==> config.mk <==
export PLATFORM = sky130hd
export DESIGN_NAME = bgb_sequencer
export DESIGN_NICKNAME = d
export VERILOG_FILES = /design/src/hw/rtl/bgb_pkg.sv /design/src/hw/rtl/bgb_sequencer.sv
export SDC_FILE = /design/constraint.sdc
export NUM_CORES = 1
export LEC_CHECK = 0
export ABC_AREA = 1
export BUFFER_PORTS_ARGS = -buffer_cell sky130_fd_sc_hd__buf_2
export CAP_MARGIN = 20
export CORE_AREA = 8 8 45 47
export CTS_CLUSTER_DIAMETER = 40
export DETAILED_ROUTE_END_ITERATION = 12
export DIE_AREA = 0 0 53 55
export GPL_TIMING_DRIVEN = 0
export PLACE_DENSITY = 0.45
export SYNTH_ARGS = -nofsm -noshare
export SYNTH_HDL_FRONTEND = slang
export SYNTH_SLANG_ARGS = --single-unit
==> constraint.sdc <==
create_clock -name clk -period 1.6 [get_ports clk]
set_clock_uncertainty 0.15 [all_clocks]
set_input_delay 0.4 -clock clk [delete_from_list [all_inputs] [get_ports clk]]
set_output_delay 0.4 -clock clk [all_outputs]
set_load 0.02 [all_outputs]
==> src/hw/rtl/bgb_pkg.sv <==
// Shared types, constants and the microcode ROM of the bitmap glyph blitter.
// Used by every module under hw/rtl; depends on nothing.
`default_nettype none

package bgb_pkg;

	localparam int GLYPH_WIDTH  = 8;
	localparam int GLYPH_HEIGHT = 8;
	localparam int GLYPH_COUNT  = 256;
	localparam int ROW_STRIDE   = 8;
	localparam int STORE_DEPTH  = 2048;
	localparam int STORE_AW     = 11;

	// Operation codes of the input channel.
	localparam logic OP_DRAW      = 1'b0;
	localparam logic OP_FONT_ROW  = 1'b1;

	// Configuration register indexes.
	localparam logic [2:0] REG_CLIP_LEFT   = 3'd0;
	localparam logic [2:0] REG_CLIP_TOP    = 3'd1;
	localparam logic [2:0] REG_CLIP_RIGHT  = 3'd2;
	localparam logic [2:0] REG_CLIP_BOTTOM = 3'd3;
	localparam logic [2:0] REG_WIDE_PIXELS = 3'd4;
	localparam logic [2:0] REG_BACK_ROW    = 3'd5;

	typedef struct packed {
		logic [10:0] clip_left;
		logic [10:0] clip_top;
		logic [10:0] clip_right;
		logic [10:0] clip_bottom;
		logic        wide_pixels;
		logic [10:0] back_buffer_row;
	} cfg_t;

	typedef logic [2:0] step_t;

	localparam step_t STEP_IDLE   = 3'd0;
	localparam step_t STEP_READ   = 3'd1;
	localparam step_t STEP_LOAD   = 3'd2;
	localparam step_t STEP_SCAN   = 3'd3;
	localparam step_t STEP_ROWEND = 3'd4;
	localparam step_t STEP_FLUSH  = 3'd5;

	typedef enum logic [1:0] {
		COND_ALWAYS,
		COND_START,
		COND_COL_LAST,
		COND_ROW_LAST
	} cond_t;

	typedef struct packed {
		logic  in_rdy;
		logic  mem_rd;
		logic  load_line;
		logic  scan;
		logic  row_step;
		logic  flush;
		cond_t cond;
		step_t nxt_t;
		step_t nxt_f;
	} ctrl_t;

	// Datapath status seen by the sequencer.
	typedef struct packed {
		logic start;
		logic col_last;
		logic row_last;
		logic stall;
		logic pend_valid;
	} stat_t;

	function automatic ctrl_t ucode_rom(input step_t step);
		ctrl_t w;
		w = '0;
		w.cond  = COND_ALWAYS;
		w.nxt_t = STEP_IDLE;
		w.nxt_f = STEP_IDLE;
		case (step)
			STEP_IDLE: begin
				w.in_rdy = 1'b1;
				w.cond   = COND_START;
				w.nxt_t  = STEP_READ;
				w.nxt_f  = STEP_IDLE;
			end
			STEP_READ: begin
				w.mem_rd = 1'b1;
				w.nxt_t  = STEP_LOAD;
			end
			STEP_LOAD: begin
				w.load_line = 1'b1;
				w.nxt_t     = STEP_SCAN;
			end
			STEP_SCAN: begin
				w.scan  = 1'b1;
				w.cond  = COND_COL_LAST;
				w.nxt_t = STEP_ROWEND;
				w.nxt_f = STEP_SCAN;
			end
			STEP_ROWEND: begin
				w.row_step = 1'b1;
				w.cond     = COND_ROW_LAST;
				w.nxt_t    = STEP_FLUSH;
				w.nxt_f    = STEP_READ;
			end
			STEP_FLUSH: begin
				w.flush = 1'b1;
				w.nxt_t = STEP_IDLE;
			end
			default: begin
				w.nxt_t = STEP_IDLE;
			end
		endcase
		return w;
	endfunction

endpackage

`default_nettype wire

==> src/hw/rtl/bgb_sequencer.sv <==
// Microcode sequencer: step counter, control ROM lookup and conditional jumps.
// Depends on bgb_pkg for the control word, status struct and ROM.
`default_nettype none

module bgb_sequencer
	import bgb_pkg::*;
(
	input  wire logic  clk,
	input  wire logic  arst_n,
	input  wire stat_t stat,
	output ctrl_t      ctrl
);

	step_t step_q;
	logic  cond_ok;

	assign ctrl = ucode_rom(step_q);

	always_comb begin
		case (ctrl.cond)
			COND_ALWAYS:   cond_ok = 1'b1;
			COND_START:    cond_ok = stat.start;
			COND_COL_LAST: cond_ok = stat.col_last;
			COND_ROW_LAST: cond_ok = stat.row_last;
			default:       cond_ok = 1'b1;
		endcase
	end

	// A stalled step repeats until the output register can take its pixel.
	always_ff @(posedge clk or negedge arst_n) begin
		if (!arst_n) begin
			step_q <= STEP_IDLE;
		end else if (!stat.stall) begin
			step_q <= cond_ok ? ctrl.nxt_t : ctrl.nxt_f;
		end
	end

endmodule

`default_nettype wire

==> Yosys cells after proc, flatten, opt, wreduce, memory -nomap -nowiden <==
Index checks and enable logic that the tools add are counted.
{ "op_classes": {"n_mux": 11, "eq_ne": 8, "n_reduce_logical": 2} }
{ "op_table": {"columns": ["cell", "count"], "rows": [
  ["$pmux W3 S5", 1],
  ["$eq A3 B2 Y1 const B", 2],
  ["$eq A3 B3 Y1 const B", 2],
  ["$mux W1", 6],
  ["$pmux W2 S3", 1],
  ["$eq A2 B2 Y1 const B", 2],
  ["$pmux W1 S4", 1],
  ["$pmux W2 S2", 1],
  ["$eq A3 B1 Y1 const B", 1],
  ["$logic_not A3 Y1", 1],
  ["$mux W3", 1],
  ["$eq A2 B1 Y1 const B", 1],
  ["$logic_not A2 Y1", 1]
]} }
{ "totals": {"regBits": 3, "inputBits": 7} }

==> Logic depth before layout (Yosys ltp) <==
{ "logic_depth": {"depth_word": 5, "depth_mapped": 9, "depth_no_buf": 8} }

==> Least setup slack after synthesis <==
OpenSTA, ideal clock, no wires.
{ "synth_timing": {"path_kind": "flip-flop to output port", "from": "register step_q[1]", "to": "output ctrl[5] in the netlist's numbering", "required_ns": 1.050, "t_arrival_ns": 1.060, "path_stages_with_launch": 6, "path_slack_ns": -0.010, "path_buffers": 0, "path_cell_list": "dfrtp_1 > inv_1 > nand2_2 > nor2_2 > nor2_4 > inv_1"} }
{ "synth_rtl": {"columns": ["element", "line_no", "source"], "rows": [
  ["from (decl)", "bgb_sequencer.sv:14", "step_t step_q;"],
  ["from (signal assigned)", "bgb_sequencer.sv:34", "step_q <= cond_ok ? ctrl.nxt_t : ctrl.nxt_f;"],
  ["to (decl)", "bgb_sequencer.sv:11", "output ctrl_t ctrl"]
]} }

==> qor.csv <==
stage,metric,value,unit
grt,grt_usage,0.0656,
clocking,cts_tree,yes,
floorplanning,ioPinCount,21,
route,wirelength,985,µm
final_layout,reg.largest.list,step_q x3,
job,cap_violations,0,
critical_path,cp-end-kind,output port,
critical_path,worst_ep_required_time,1050,ps
floorplanning,start_util,0.216,
power,p_clk_frac,0.080,
clocking,clock_latency,230,ps
place,io_buffers,18,
status,violations,negative setup slack,
clocking,clkSinkCount,3,
final_layout,largest_reg_flops,3,
route,drc_errors,0,
sta,rsz0062_at_grt,yes,
route,drtIter0Drc,4,
power,vdd_drop_max,0.762,mV
floorplanning,rows,14,
sta,fin_crit,1740,ps
final_layout,nets,88,
grt,grt_pass1_wl,1380,µm
sta,fmax,574,MHz
critical_path,crit_type,reg2out,
power,p_int,0.000832,W
sta,min_period_over_period,1.09,
floorplanning,core-area,1380,µm²
hold_path,hold_depth,2,
floorplanning,dieArea,2920,µm²
logic_synthesis,netlist_area,299,µm²
power,p_leak,0.353,nW
route,ant_nets,0,
grt,met2_usage,0.113,
grt,grt_max_degree,6,
grt,grt_util_met3,0.0348,
logic_synthesis,ys_types,14,
power,power.switching,0.000811,W
status,status,finished with violations,
sta,finalSetupViolCount,12,
floorplanning,die_x,53,µm
final_layout,largest-register,step_q,
clocking,clock_path_buffers,2,
final_layout,antennaDiodeCount,0,
sta,fin_tns_setup,-1040,ps
route,first_pass_iters,4,
route,viasPerCell,4.14,
final_layout,mostFrequentLayoutCell,buf_4,
route,wl_per_cell,10.3,µm
power,switching_share,0.494,
logic_synthesis,syn_avg_cell_area,6.36,µm²
critical_path,worst_setup_path_start_kind,flop,
logic_synthesis,yosysWarnings,0,
grt,antenna_found_initial,0,
grt,gr-usage-met1,0.0563,
final_layout,syn2layout_area_growth,111,%
clocking,clk_pin_slew,40,ps
clocking,cts-htree-levels,1,
place,finalWeightedCongestion,0.738,
sta,hold_violations,0,
place,place_hpwl,723,µm
power,seqPwrFrac,0.105,
grt,grt_overflow_total,0,
critical_path,path_max_fanout,4,
grt,top_usage_layer,met2,
critical_path,crit_arrival,1190,ps
power,pwr-share-comb,0.815,
final_layout,layout_common_cells,"buf_4, buf_6, buf_2, inv_1",
hold_path,holdCritPathClass,in2reg,
final_layout,drive_gt1_frac,0.675,
logic_synthesis,synth-seq-cells,3,
power,p_per_area,2600,nW/µm²
route,vias,397,
place,dp_slack,25.1,ps
grt,grt_pass1_vias,356,
final_layout,nFillCells,142,
logic_synthesis,netlist_instances,47,
final_layout,seqCellArea,77.6,µm²
sta,worst_slack,-141,ps
floorplanning,die_h,55,µm
clocking,root_buffer,clkbuf_4,
clocking,cts_buffers,3,
logic_synthesis,ys_seq_area_frac,0.251,
logic_synthesis,synth.net_count,54,
critical_path,rr_worst_depth,8,
sta,slew_viol_final,0,
final_layout,multi_input_area,210,µm²
-- cell type report --
class,count,area share
Timing Repair Buffer,29,0.369
Clock buffer,4,0.0417
Inverter,10,0.0714
Multi-Input combinational cell,32,0.333
Buffer,2,0.0298
Tap cell,16,0.0317
Sequential cell,3,0.123
-- Yosys cell counts --
library cell	count	area (µm²)
a21oi_1	2	10.0
buf_4	2	15.0
conb_1	1	3.75
dfrtp_1	3	75.1
inv_1	8	30.0
inv_2	2	7.51
nand2_1	7	26.3
nand2_2	5	31.3
nand3_1	5	25.0
nor2_1	6	22.5
nor2_2	1	6.26
nor2_4	1	11.3
nor2_8	1	20.0
o21ai_0	3	15.0
-- power by group through the flow --
stage / Sequential (W) / Combinational (W) / Clock (W)
after global placement: 0.000151 / 0.000877 / 0
after global routing: 0.000177 / 0.00144 / 0.000147
after floorplan: 0.000143 / 0.000637 / 0
after CTS: 0.000149 / 0.00120 / 0.000137
after detailed placement: 0.000151 / 0.000877 / 0
final: 0.000173 / 0.00134 / 0.000131
-- critical path, cell delays in order, from the launching register on --
cell and delay (ps):
dfrtp_2 440, inv_2 100, nand2_4 80, nor2_4 110, nor2_4 50, inv_1 60
buf_6 110
-- through the flow --
| step | std cells | instance area, µm² | total power, W | hold WS, ps | utilization |
|---|---|---|---|---|---|
| after floorplan | 47 | 304 | 0.000780 | -45.6 | - |
| after global placement | 81 | 414 | 0.00103 | 44.8 | 0.299 |
| after detailed placement | 81 | 414 | 0.00103 | 47.0 | 0.299 |
| after CTS | 93 | 566 | 0.00149 | 252 | 0.409 |
| after global routing | 96 | 631 | 0.00176 | 268 | 0.456 |
| final | 96 | 631 | 0.00164 | 249 | 0.456 |
-- kinds of logic (layout without fill, tap and decap cells) --
group | count (synthesis) | after routing | synth area share
compound gates | 5 | 5 | 0.0837
flops | 3 | 3 | 0.251
other cells | 1 | 1 | 0.0125
buf+inv | 12 | 45 | 0.176
simple gates | 26 | 26 | 0.477
-- metal layers --
layer	vias up	part of all wire
met5	-	0
met4	0	0
met3	0	0.15
met2	17	0.52
met1	175	0.33
li1	205	-
-- what timing repair did --
action                                  4_1_cts  5_1_grt
pin swaps                                     4        3
endpoints found under the setup margin       12       13
setup buffers                                 7        3
resized for setup                            24       14
endpoints found under the hold margin         3        0
hold buffers                                  1        0
-- worst paths after layout --
path	slack, ps	to	startpoint
setup / recovery	-140	ctrl[5]	step_q[0]
hold / removal	250	step_q[1]	stat[1]
setup reg to reg	110	step_q[2]	step_q[1]
hold reg to reg	530	step_q[0]	step_q[0]
max in group asynchronous	830	step_q[1]	arst_n
min in group asynchronous	350	step_q[2]	arst_n
Note: power is estimated with default switching activity, not from simulation.
