==> src/hw/rtl/bgb_pkg.sv <==
// Shared types, constants and the microcode ROM of the bitmap glyph blitter.
// Used by every module under hw/rtl; depends on nothing.
`default_nettype none

package bgb_pkg;

	localparam int GLYPH_WIDTH  = 8;
	localparam int GLYPH_HEIGHT = 8;
	localparam int GLYPH_COUNT  = 256;
	localparam int ROW_STRIDE   = 8;
	localparam int STORE_DEPTH  = 2048;
	localparam int STORE_AW     = 11;

	// Operation codes of the input channel.
	localparam logic OP_DRAW      = 1'b0;
	localparam logic OP_FONT_ROW  = 1'b1;

	// Configuration register indexes.
	localparam logic [2:0] REG_CLIP_LEFT   = 3'd0;
	localparam logic [2:0] REG_CLIP_TOP    = 3'd1;
	localparam logic [2:0] REG_CLIP_RIGHT  = 3'd2;
	localparam logic [2:0] REG_CLIP_BOTTOM = 3'd3;
	localparam logic [2:0] REG_WIDE_PIXELS = 3'd4;
	localparam logic [2:0] REG_BACK_ROW    = 3'd5;

	typedef struct packed {
		logic [10:0] clip_left;
		logic [10:0] clip_top;
		logic [10:0] clip_right;
		logic [10:0] clip_bottom;
		logic        wide_pixels;
		logic [10:0] back_buffer_row;
	} cfg_t;

	typedef logic [2:0] step_t;

	localparam step_t STEP_IDLE   = 3'd0;
	localparam step_t STEP_READ   = 3'd1;
	localparam step_t STEP_LOAD   = 3'd2;
	localparam step_t STEP_SCAN   = 3'd3;
	localparam step_t STEP_ROWEND = 3'd4;
	localparam step_t STEP_FLUSH  = 3'd5;

	typedef enum logic [1:0] {
		COND_ALWAYS,
		COND_START,
		COND_COL_LAST,
		COND_ROW_LAST
	} cond_t;

	typedef struct packed {
		logic  in_rdy;
		logic  mem_rd;
		logic  load_line;
		logic  scan;
		logic  row_step;
		logic  flush;
		cond_t cond;
		step_t nxt_t;
		step_t nxt_f;
	} ctrl_t;

	// Datapath status seen by the sequencer.
	typedef struct packed {
		logic start;
		logic col_last;
		logic row_last;
		logic stall;
		logic pend_valid;
	} stat_t;

	function automatic ctrl_t ucode_rom(input step_t step);
		ctrl_t w;
		w = '0;
		w.cond  = COND_ALWAYS;
		w.nxt_t = STEP_IDLE;
		w.nxt_f = STEP_IDLE;
		case (step)
			STEP_IDLE: begin
				w.in_rdy = 1'b1;
				w.cond   = COND_START;
				w.nxt_t  = STEP_READ;
				w.nxt_f  = STEP_IDLE;
			end
			STEP_READ: begin
				w.mem_rd = 1'b1;
				w.nxt_t  = STEP_LOAD;
			end
			STEP_LOAD: begin
				w.load_line = 1'b1;
				w.nxt_t     = STEP_SCAN;
			end
			STEP_SCAN: begin
				w.scan  = 1'b1;
				w.cond  = COND_COL_LAST;
				w.nxt_t = STEP_ROWEND;
				w.nxt_f = STEP_SCAN;
			end
			STEP_ROWEND: begin
				w.row_step = 1'b1;
				w.cond     = COND_ROW_LAST;
				w.nxt_t    = STEP_FLUSH;
				w.nxt_f    = STEP_READ;
			end
			STEP_FLUSH: begin
				w.flush = 1'b1;
				w.nxt_t = STEP_IDLE;
			end
			default: begin
				w.nxt_t = STEP_IDLE;
			end
		endcase
		return w;
	endfunction

endpackage

`default_nettype wire

==> src/hw/rtl/bgb_datapath.sv <==
// Datapath of the glyph blitter: clip test, row and column counters, bit scan,
// one pending pixel for the last flag, and the output register.
// Depends on bgb_pkg; driven by the control word of bgb_sequencer.
`default_nettype none

module bgb_datapath
	import bgb_pkg::*;
(
	input  wire logic                clk,
	input  wire logic                arst_n,
	input  wire ctrl_t               ctrl,
	input  wire cfg_t                cfg,
	output stat_t                    stat,
	input  wire logic                in_valid,
	input  wire logic                operation,
	input  wire logic signed [11:0]  pos_x,
	input  wire logic signed [11:0]  pos_y,
	input  wire logic [7:0]          char_code,
	input  wire logic [15:0]         color,
	input  wire logic [10:0]         font_row_index,
	input  wire logic [7:0]          font_row_bits,
	output logic                     mem_we,
	output logic [STORE_AW-1:0]      mem_waddr,
	output logic [7:0]               mem_wdata,
	output logic                     mem_re,
	output logic [STORE_AW-1:0]      mem_raddr,
	input  wire logic [7:0]          mem_rdata,
	output logic                     out_valid,
	input  wire logic                out_ready,
	output logic signed [12:0]       pixel_row,
	output logic signed [12:0]       pixel_column,
	output logic [15:0]              pixel_value,
	output logic                     last
);

	logic        accept;
	logic        visible;
	logic [13:0] xs, ys;

	logic [11:0] x_q, y_q;
	logic [7:0]  ch_q;
	logic [15:0] pix_q;
	logic [2:0]  row_q, col_q;
	logic [7:0]  line_q;

	logic        pend_v_q;
	logic [12:0] pend_row_q, pend_col_q;

	logic        out_valid_q, out_last_q;
	logic [12:0] out_row_q, out_col_q;
	logic [15:0] out_val_q;

	logic        out_busy, hit, stall, scan_go, flush_go;
	logic [12:0] new_row, new_col;

	assign accept = in_valid && ctrl.in_rdy;
	assign xs     = {{2{pos_x[11]}}, pos_x};
	assign ys     = {{2{pos_y[11]}}, pos_y};

	// A glyph touching the clip window at all is drawn whole.
	assign visible = ({1'b0, char_code} < 9'(GLYPH_COUNT))
		&& !($signed(xs) > $signed({3'b000, cfg.clip_right}))
		&& !($signed(ys) > $signed({3'b000, cfg.clip_bottom}))
		&& !($signed(xs + 14'(GLYPH_WIDTH - 1)) < $signed({3'b000, cfg.clip_left}))
		&& !($signed(ys + 14'(GLYPH_HEIGHT - 1)) < $signed({3'b000, cfg.clip_top}));

	assign mem_we    = accept && (operation == OP_FONT_ROW)
		&& ({1'b0, font_row_index} < 12'(GLYPH_COUNT * ROW_STRIDE));
	assign mem_waddr = font_row_index;
	assign mem_wdata = font_row_bits;
	assign mem_re    = ctrl.mem_rd;
	assign mem_raddr = {ch_q, row_q};

	assign out_busy = out_valid_q && !out_ready;
	assign hit      = ctrl.scan && line_q[7];
	assign stall    = (hit || ctrl.flush) && pend_v_q && out_busy;
	assign scan_go  = ctrl.scan && !stall;
	assign flush_go = ctrl.flush && !stall && pend_v_q;

	assign new_row = {y_q[11], y_q} + {2'b00, cfg.back_buffer_row} + {10'd0, row_q};
	assign new_col = {x_q[11], x_q} + {10'd0, col_q};

	assign stat.start      = accept && (operation == OP_DRAW) && visible;
	assign stat.col_last   = (col_q == 3'(GLYPH_WIDTH - 1));
	assign stat.row_last   = (row_q == 3'(GLYPH_HEIGHT - 1));
	assign stat.stall      = stall;
	assign stat.pend_valid = pend_v_q;

	always_ff @(posedge clk) begin
		if (stat.start) begin
			x_q   <= pos_x;
			y_q   <= pos_y;
			ch_q  <= char_code;
			pix_q <= cfg.wide_pixels ? color : {8'h00, color[7:0]};
		end
		if (ctrl.load_line) begin
			line_q <= mem_rdata;
		end else if (scan_go) begin
			line_q <= {line_q[6:0], 1'b0};
		end
		if (hit && !stall) begin
			pend_row_q <= new_row;
			pend_col_q <= new_col;
		end
		// A set bit pushes the previous pixel out; the flush step marks the last one.
		if ((hit && !stall && pend_v_q) || flush_go) begin
			out_row_q  <= pend_row_q;
			out_col_q  <= pend_col_q;
			out_val_q  <= pix_q;
			out_last_q <= flush_go;
		end
	end

	always_ff @(posedge clk or negedge arst_n) begin
		if (!arst_n) begin
			row_q       <= '0;
			col_q       <= '0;
			pend_v_q    <= 1'b0;
			out_valid_q <= 1'b0;
		end else begin
			if (stat.start) begin
				row_q <= '0;
			end else if (ctrl.row_step) begin
				row_q <= row_q + 3'd1;
			end
			if (ctrl.load_line) begin
				col_q <= '0;
			end else if (scan_go) begin
				col_q <= col_q + 3'd1;
			end
			if (hit && !stall) begin
				pend_v_q <= 1'b1;
			end else if (flush_go) begin
				pend_v_q <= 1'b0;
			end
			if ((hit && !stall && pend_v_q) || flush_go) begin
				out_valid_q <= 1'b1;
			end else if (out_ready) begin
				out_valid_q <= 1'b0;
			end
		end
	end

	assign out_valid    = out_valid_q;
	assign pixel_row    = out_row_q;
	assign pixel_column = out_col_q;
	assign pixel_value  = out_val_q;
	assign last         = out_last_q;

endmodule

`default_nettype wire

==> config.mk <==
export PLATFORM = sky130hd
export DESIGN_NAME = bgb_datapath
export DESIGN_NICKNAME = d
export VERILOG_FILES = /design/src/hw/rtl/bgb_pkg.sv /design/src/hw/rtl/bgb_datapath.sv
export SDC_FILE = /design/constraint.sdc
export NUM_CORES = 1
export LEC_CHECK = 0
export ABC_AREA = 1
export ABC_CLOCK_PERIOD_IN_PS = 6300
export BUFFER_PORTS_ARGS = -buffer_cell sky130_fd_sc_hd__buf_4
export CAP_MARGIN = 10
export CORE_MARGIN = 1
export CORE_UTILIZATION = 45
export DETAILED_ROUTE_END_ITERATION = 7
export PLACE_DENSITY = 0.72
export SETUP_SLACK_MARGIN = 0.3
export SYNTH_ARGS = -nofsm -noshare
export SYNTH_HDL_FRONTEND = slang
export SYNTH_SLANG_ARGS = --single-unit
==> constraint.sdc <==
create_clock -name clk -period 6.3 [get_ports clk]
set_input_delay 0.945 -clock clk [delete_from_list [all_inputs] [get_ports clk]]
set_output_delay 0.945 -clock clk [all_outputs]
set_load 0.1 [all_outputs]
# Word level (Yosys, flattened, before mapping)
# Index checks and enable logic that the tools add are counted.
[totals] register_bits=133 output_inout_bits=81
[op_classes] add_sub_neg=7 n_lt_le_gt_ge=4 eq_ne=2 mux=10 n_bitwise=1 reduce_logical=28
[ops] op="adder 12 x 4 -> 13 bit, second input constant" count=2
[ops] op="less-than comparator 13 x 12 -> 1 bit" count=2
[ops] op="> comparator 12 bit" count=2
[ops] op="logical AND 1 bit" count=16
[ops] op="two-way mux 8 bit" count=2
[ops] op="adder 12 x 12 -> 13 bit" count=1
[ops] op="adder 12 x 4 -> 13 bit" count=1
[ops] op="adder 13 x 3 -> 13 bit" count=1
[ops] op="two-way mux 3 bit" count=4
[ops] op="nonzero test 2 bit" count=4
[ops] op="adder 3 x 1 -> 3 bit, second input constant" count=2
[ops] op="equality test 3 bit, second input constant" count=2
[ops] op="zero test 1 bit" count=6
[ops] op="two-way mux 1 bit" count=4
[ops] op="logical OR 1 bit" count=2
[ops] op="NOT 1 bit" count=1

# Logic depth before layout (Yosys ltp)
# Gate-level depths: netlist (run 1).
[logic_depth] depth_word=9 ltp_mapped=17 depth_no_buf=17

# Worst setup path before layout (run 1)
# Ideal clock, no wire load.
[synth_timing] kind="input -> output" from="input port pos_x[0]" to="output port stat[4] in the netlist's numbering" arrival_time_ns=4.285 t_required_ns=5.355 path_slack_ns=1.070 cell_stages=13 n_path_buf=0 cell_sequence="inv_1 -> ha_1 -> a21oi_4 -> and3_1 -> nor2_1 -> ha_1 -> nand2_1 -> o21ai_0 -> nor2_1 -> nand2_1 -> a21oi_2 -> nor2_2 -> and2_1"
[synth_lines] element="start, declared" line_no="bgb_datapath.sv:16" source="input wire logic signed [11:0] pos_x,"
[synth_lines] element="end, declared" line_no="bgb_datapath.sv:13" source="output stat_t stat,"

==> flow_metrics.tcl, run 1 <==
set metrics [dict create \
    min_period_over_period 0.666 \
    pre_cts_slack_ps 2070 \
    crit_path_end_kind "output port" \
    rsz0062_at_grt "false" \
    clk_pin_slew_ps 60 \
    p_comb_frac 0.239 \
    wl_per_cell_um 12.4 \
    design.die.area_um2 16300 \
    dpl.hpwl_um 10300 \
    grt_start_max_net_pins 49 \
    arrival_ps 3250 \
    required_ps 5350 \
    fin_nets 1061 \
    route.detailed.drc 0 \
    ctsHtreeMaxLevel 4 \
    crit_fanout 5 \
    syn_avg_cell_area_um2 10.8 \
    seqPwrFrac 0.393 \
    synthFlopType "edfxtp_1" \
    drv_cap 0 \
    peakVddDrop_mv 0.174 \
    num_antenna_cells 0 \
    p_switching_mw 0.864 \
    ys_async_sr_fraction 0.0602 \
    relSlewSlack 0.270 \
    period_needed_ps 4190 \
    cts-root-buf "clkbuf_16" \
    vias 4832 \
    postCtsSetupRepairBufs 0 \
    cts_buffers 17 \
    drt_iter0_markers 161 \
    track_usage 0.170 \
    overflow 0 \
    synth.most_common_cell "nand2_1" \
    reg2reg_depth 11 \
    layout-drive-gt1-share 0.272 \
    totalPowerFinal_mw 2.75 \
    via_per_inst 4.56 \
    slew_violations 0 \
    grt_pass1_wl_um 21400 \
    hp-class "in2async" \
    synth_cell_types 33 \
    place_congestion 0.818 \
    worst_pin_slew_ps 1090 \
    synth_nets 884 \
    dr.pass1.iters 4 \
    finalSetupViolations 0 \
    grt_pass1_vias 4613 \
    p_sw_frac 0.315 \
    cts_tree "yes" \
    met3WireLength_um 829 \
    synth_top_area_frac 0.528 \
    hold_buffers 0 \
    dr_wl_met2_um 6030 \
    ctsResizeCount 0 \
    die_h_um 128 \
    tns_ps 0 \
    timing.fmax_mhz 239 \
    highest_layer "met4" \
    syn_area_um2 7100 \
    total_leakage_power_nw 4.39 \
    yosysSeqAreaShare 0.557 \
    syn_inst 659 \
    fp.dieW_um 128 \
    synth_area_leaders "edfxtp_1 (53%), ha_1 (12%), nand2_1 (7.0%)" \
    io_buffers 182 \
    num_rows 45 \
    hold_viol_final 0 \
    fin_worst_skew_ps 11.7 \
    start_kind "input port" \
    synth_enable_flop_cells 125 \
    antenna_found_initial 0 \
    finalWirelength_um 13100 \
    max-clock-path-buffers 2 \
    cts_num_sinks 133 \
    setup_ws_ps 2110 \
    p_int_mw 1.88 \
    io_pins 231 \
    insertion_delay_ps 410 \
    synth_common_cells "nand2_1 (132), edfxtp_1 (125), inv_1 (124)" \
    p_per_area_nw_per_um2 299 \
    clockPowerShare 0.368 \
    yosysTopAreaCell "edfxtp_1" \
    core_area_um2 15300 \
    synthToLayoutAreaGrowth_pct 29.4 \
    ant_nets 0 \
    drt-met1-wl_um 6040 \
    ys_ff_latch 133 \
    start_util 0.464 \
    outcome "finished, final reports clean" \
    critical_path_class "in2out" \
    yosys_warnings 0 \
]
worst paths after layout:
check                                  end      start  slack [ps]
min reg2reg                pixel_value[11]  pix_q[11]         410
max                                stat[4]   pos_y[0]        2110
max in group asynchronous         row_q[2]     arst_n        5790
min in group clk           pixel_value[11]  pix_q[11]         410
min                               col_q[0]     arst_n         350
max reg2reg                 pend_row_q[11]   row_q[1]        3640
layout make-up:
cell class                 count  area [um2]
clock inverter                15         194
sequential                   133        3950
multi-input combinational    375        2510
clock buffer                  17         425
timing repair buffer         183        1370
inverter                     126         473
tap                          211         264
fill                        1284        6120
registers in the layout (all words and copies together) (netlist names):
signal and flops:
pix_q 16, pixel_value 16, pend_col_q 13, pend_row_q 13
pixel_column 13, pixel_row 13, x_q 12, y_q 12
ch_q 8, line_q 8, col_q 3, row_q 3
last 1, out_valid 1, pend_v_q 1
layer usage:
| layer | vias up | GRT usage |
|---|---|---|
| met5 | - | 0 |
| met4 | 0 | 0.0754 |
| met3 | 32 | 0.0373 |
| met2 | 157 | 0.275 |
| met1 | 2137 | 0.221 |
| li1 | 2506 | - |
metrics by stage:
| stage | hold slack [ps] | utilization | cell area (um2) | std cells |
|---|---|---|---|---|
| after floorplan | 400 | - | 7100 | 659 |
| after global placement | 401 | 0.560 | 8570 | 1028 |
| after CTS | 339 | 0.600 | 9190 | 1060 |
| final | 353 | 0.600 | 9190 | 1060 |
| after global routing | 341 | 0.600 | 9190 | 1060 |
| after detailed placement | 405 | 0.560 | 8570 | 1028 |
power groups by stage:
stage,Combinational (mW),Clock [mW],Sequential (mW)
CTS,0.664,1.03,1.08
floorplan,0.311,0,1.32
global placement,0.652,0,1.10
global route,0.720,1.07,1.09
detailed placement,0.661,0,1.10
finish,0.657,1.01,1.08
cell usage in the layout, fill, tap and decap left out, drive strengths merged, types with 3 or more instances in the layout:
cell and instances:
a21oi 33, nor2 38, o21ai 9, nand2 133, inv 131, nand4 11
xnor2 15, nor3 3, ha 70, bufinv 3, nand3 24, edfxtp 125
xor2 22, fa 5, buf 183, clkinv 6, dfrtp 8, clkbuf 17
worst max-delay path: stages:
cell and delay [ps]:
buf_4 100, inv_1 70, ha_1 240, a21oi_2 270, xor2_1 170, inv_1 60
ha_1 280, nand2_1 50, inv_1 60, nand4_1 80, nand3_1 90, nand2_1 60
nand2_1 50, nand2_1 40, nand2_1 60, nand2_1 50, nand2_1 100, and2_2 180
buf_4 290
kinds of logic after synthesis:
| group | Yosys count | share of synthesized area |
|---|---|---|
| and+or+nand+nor | 215 | 0.129 |
| buffers and inverters | 151 | 0.0914 |
| DFF | 133 | 0.557 |
| adders and majority gates | 75 | 0.137 |
| AOI/OAI and AO/OA | 46 | 0.0370 |
| xor gates and xnor gates | 37 | 0.0456 |
| muxes | 2 | 0.00282 |
Note: power is estimated with default switching activity, not from simulation.
==> run 2, diff against run 1 <==
--- a/config.mk
+++ b/config.mk
@@ -6,13 +6,13 @@
 export NUM_CORES = 1
 export LEC_CHECK = 0
 export ABC_AREA = 1
-export ABC_CLOCK_PERIOD_IN_PS = 6300
+export ABC_CLOCK_PERIOD_IN_PS = 3400
 export BUFFER_PORTS_ARGS = -buffer_cell sky130_fd_sc_hd__buf_4
 export CAP_MARGIN = 10
 export CORE_MARGIN = 1
 export CORE_UTILIZATION = 45
 export DETAILED_ROUTE_END_ITERATION = 7
-export PLACE_DENSITY = 0.72
+export PLACE_DENSITY = 0.75
 export SETUP_SLACK_MARGIN = 0.3
 export SYNTH_ARGS = -nofsm -noshare
 export SYNTH_HDL_FRONTEND = slang
==> constraint.sdc (replaced) <==
create_clock -name clk -period 3.4 [get_ports clk]
set_input_delay 0.51 -clock clk [delete_from_list [all_inputs] [get_ports clk]]
set_output_delay 0.51 -clock clk [all_outputs]
set_load 0.1 [all_outputs]
==> run 2 against run 1 <==
Net effect: cell count is 1.0% higher; global-route usage is 0.67 points higher; die area unchanged; sequential cell count unchanged; via count increased by 0.23%; setup slack worse by 1800 ps; count of clock-buffer cells in the layout increased by 1; clock power up 66%; sequential share of layout area fell by 0.50 points; combinational power grew 90%.
==> flow_metrics.tcl, run 2 (synthesis gave the netlist of run 1 again) <==
set metrics [dict create \
    io_buffers 182 \
    peakVddDrop_mv 0.332 \
    crit_fanout 4 \
    ctsHtreeMaxLevel 4 \
    final_cell_mix "buf_4 (191), nand2_1 (131), edfxtp_1 (125)" \
    finalSetupViolations 0 \
    antenna_found_initial 0 \
    clk_pin_slew_ps 60 \
    route.detailed.drc 0 \
    die_h_um 128 \
    finalWirelength_um 13600 \
    postLayoutCellArea_um2 9300 \
    design.die.area_um2 16300 \
    period_needed_ps 3050 \
    insertion_delay_ps 410 \
    p_per_area_nw_per_um2 530 \
    setup_ws_ps 351 \
    via_per_inst 4.52 \
    total_leakage_power_nw 4.42 \
    overflow 0 \
    dr.pass1.iters 5 \
    drt_iter0_markers 237 \
    core_area_um2 15300 \
    rsz0062_at_grt "true" \
    start_kind "input port" \
    cts_buffers 17 \
    crit_path_end_kind "output port" \
    worst_pin_slew_ps 992 \
    start_util 0.464 \
    outcome "finished, final reports clean" \
    grt_pass1_wl_um 22100 \
    hold_viol_final 0 \
    pre_cts_slack_ps 72.4 \
    max-clock-path-buffers 2 \
    totalPowerFinal_mw 4.93 \
    num_antenna_cells 0 \
    required_ps 2890 \
    fin_util 0.608 \
    cts-root-buf "clkbuf_16" \
    critical_path_class "in2out" \
    io_pins 231 \
    fin_worst_skew_ps 19.4 \
    slew_violations 0 \
    vias 4843 \
    stdcell_count 1071 \
    final_common_cell "buf_4" \
    post_dp_cell_area_um2 8620 \
    wl_per_cell_um 12.7 \
    ant_nets 0 \
    cts_num_sinks 133 \
    drv_cap 0 \
    num_rows 45 \
    place_congestion 0.809 \
    whs_ps 272 \
    min_period_over_period 0.897 \
    fin_nets 1072 \
    rrSetupSlack_ps 670 \
    grt_pass1_vias 4758 \
    dp_cells 1033 \
    relSlewSlack 0.338 \
    hp-class "in2reg" \
    arrival_ps 2540 \
    timing.fmax_mhz 328 \
    cts_tree "yes" \
    layout-drive-gt1-share 0.294 \
    tns_ps 0 \
    grt_start_max_net_pins 27 \
    track_usage 0.177 \
    fp.dieW_um 128 \
    dpl.hpwl_um 10500 \
    synthToLayoutAreaGrowth_pct 31.0 \
]
## run 2: changes by cell type in the layout (fill, tap and decap cells not counted), sizes merged
cell | before | now
clkinvlp | 1 | 2
clkinv | 6 | 7
bufinv | 3 | 1
clkbuf | 17 | 18
buf | 183 | 193
inv | 131 | 130
dlygate4sd3 | 0 | 1
## run 2: path summary, 6_finish.rpt
| path | startpoint | depth (start not counted) | endpoint |
|---|---|---|---|
| setup / recovery | pos_y[0] | 19 | stat[4] |
| hold / removal | color[2] | 1 | pix_q[2] |
| setup reg to reg | row_q[1] | 11 | pend_row_q[11] |
| hold reg to reg | pend_row_q[9] | 0 | pixel_row[9] |
| max in group asynchronous | arst_n | 2 | row_q[0] |
| min in group asynchronous | arst_n | 2 | pend_v_q |
## run 2: critical path: stages
cell and delay, ps:
buf_4 100, inv_2 50, ha_4 160, a21oi_2 170
xor2_1 170, inv_1 90, ha_4 270, nand2_1 40
inv_1 60, nand4_1 80, nand3_1 100, nand2_1 50
nand2_1 50, nand2_1 40, nand2_1 70, nand2_1 70
nand2_2 100, and2_4 180, buf_12 170
## run 2: repair_timing
action                     in CTS  in global routing
resized for setup               7                 11
hold endpoints to repair        8                  0
hold buffers                    1                  0
setup buffers                   3                  2
setup endpoints to repair       1                  1
pin swaps                       5                 16
## run 2: area by class of cell
type / count / area (um2)
fill: 1259 / 6010
sequential: 133 / 3960
multi-input combinational: 375 / 2580
timing repair buffer: 194 / 1480
inverter: 126 / 473
clock buffer: 18 / 429
tap: 211 / 264
clock inverter: 14 / 126
## run 2: metal layers
layer | vias to the layer above | share of wire | track usage
li1 | 2525 | - | -
met3 | 6 | 0.060 | 0.0503
met2 | 136 | 0.48 | 0.290
met5 | - | 0 | 0
met1 | 2176 | 0.45 | 0.226
met4 | 0 | 0.0090 | 0.0567
## run 2: power by group
part | internal, mW | total, mW | switching [mW]
Combinational | 0.387 | 1.25 | 0.866
Sequential | 1.95 | 2.00 | 0.0522
Clock | 1.01 | 1.68 | 0.668
Total | 3.34 | 4.93 | 1.59
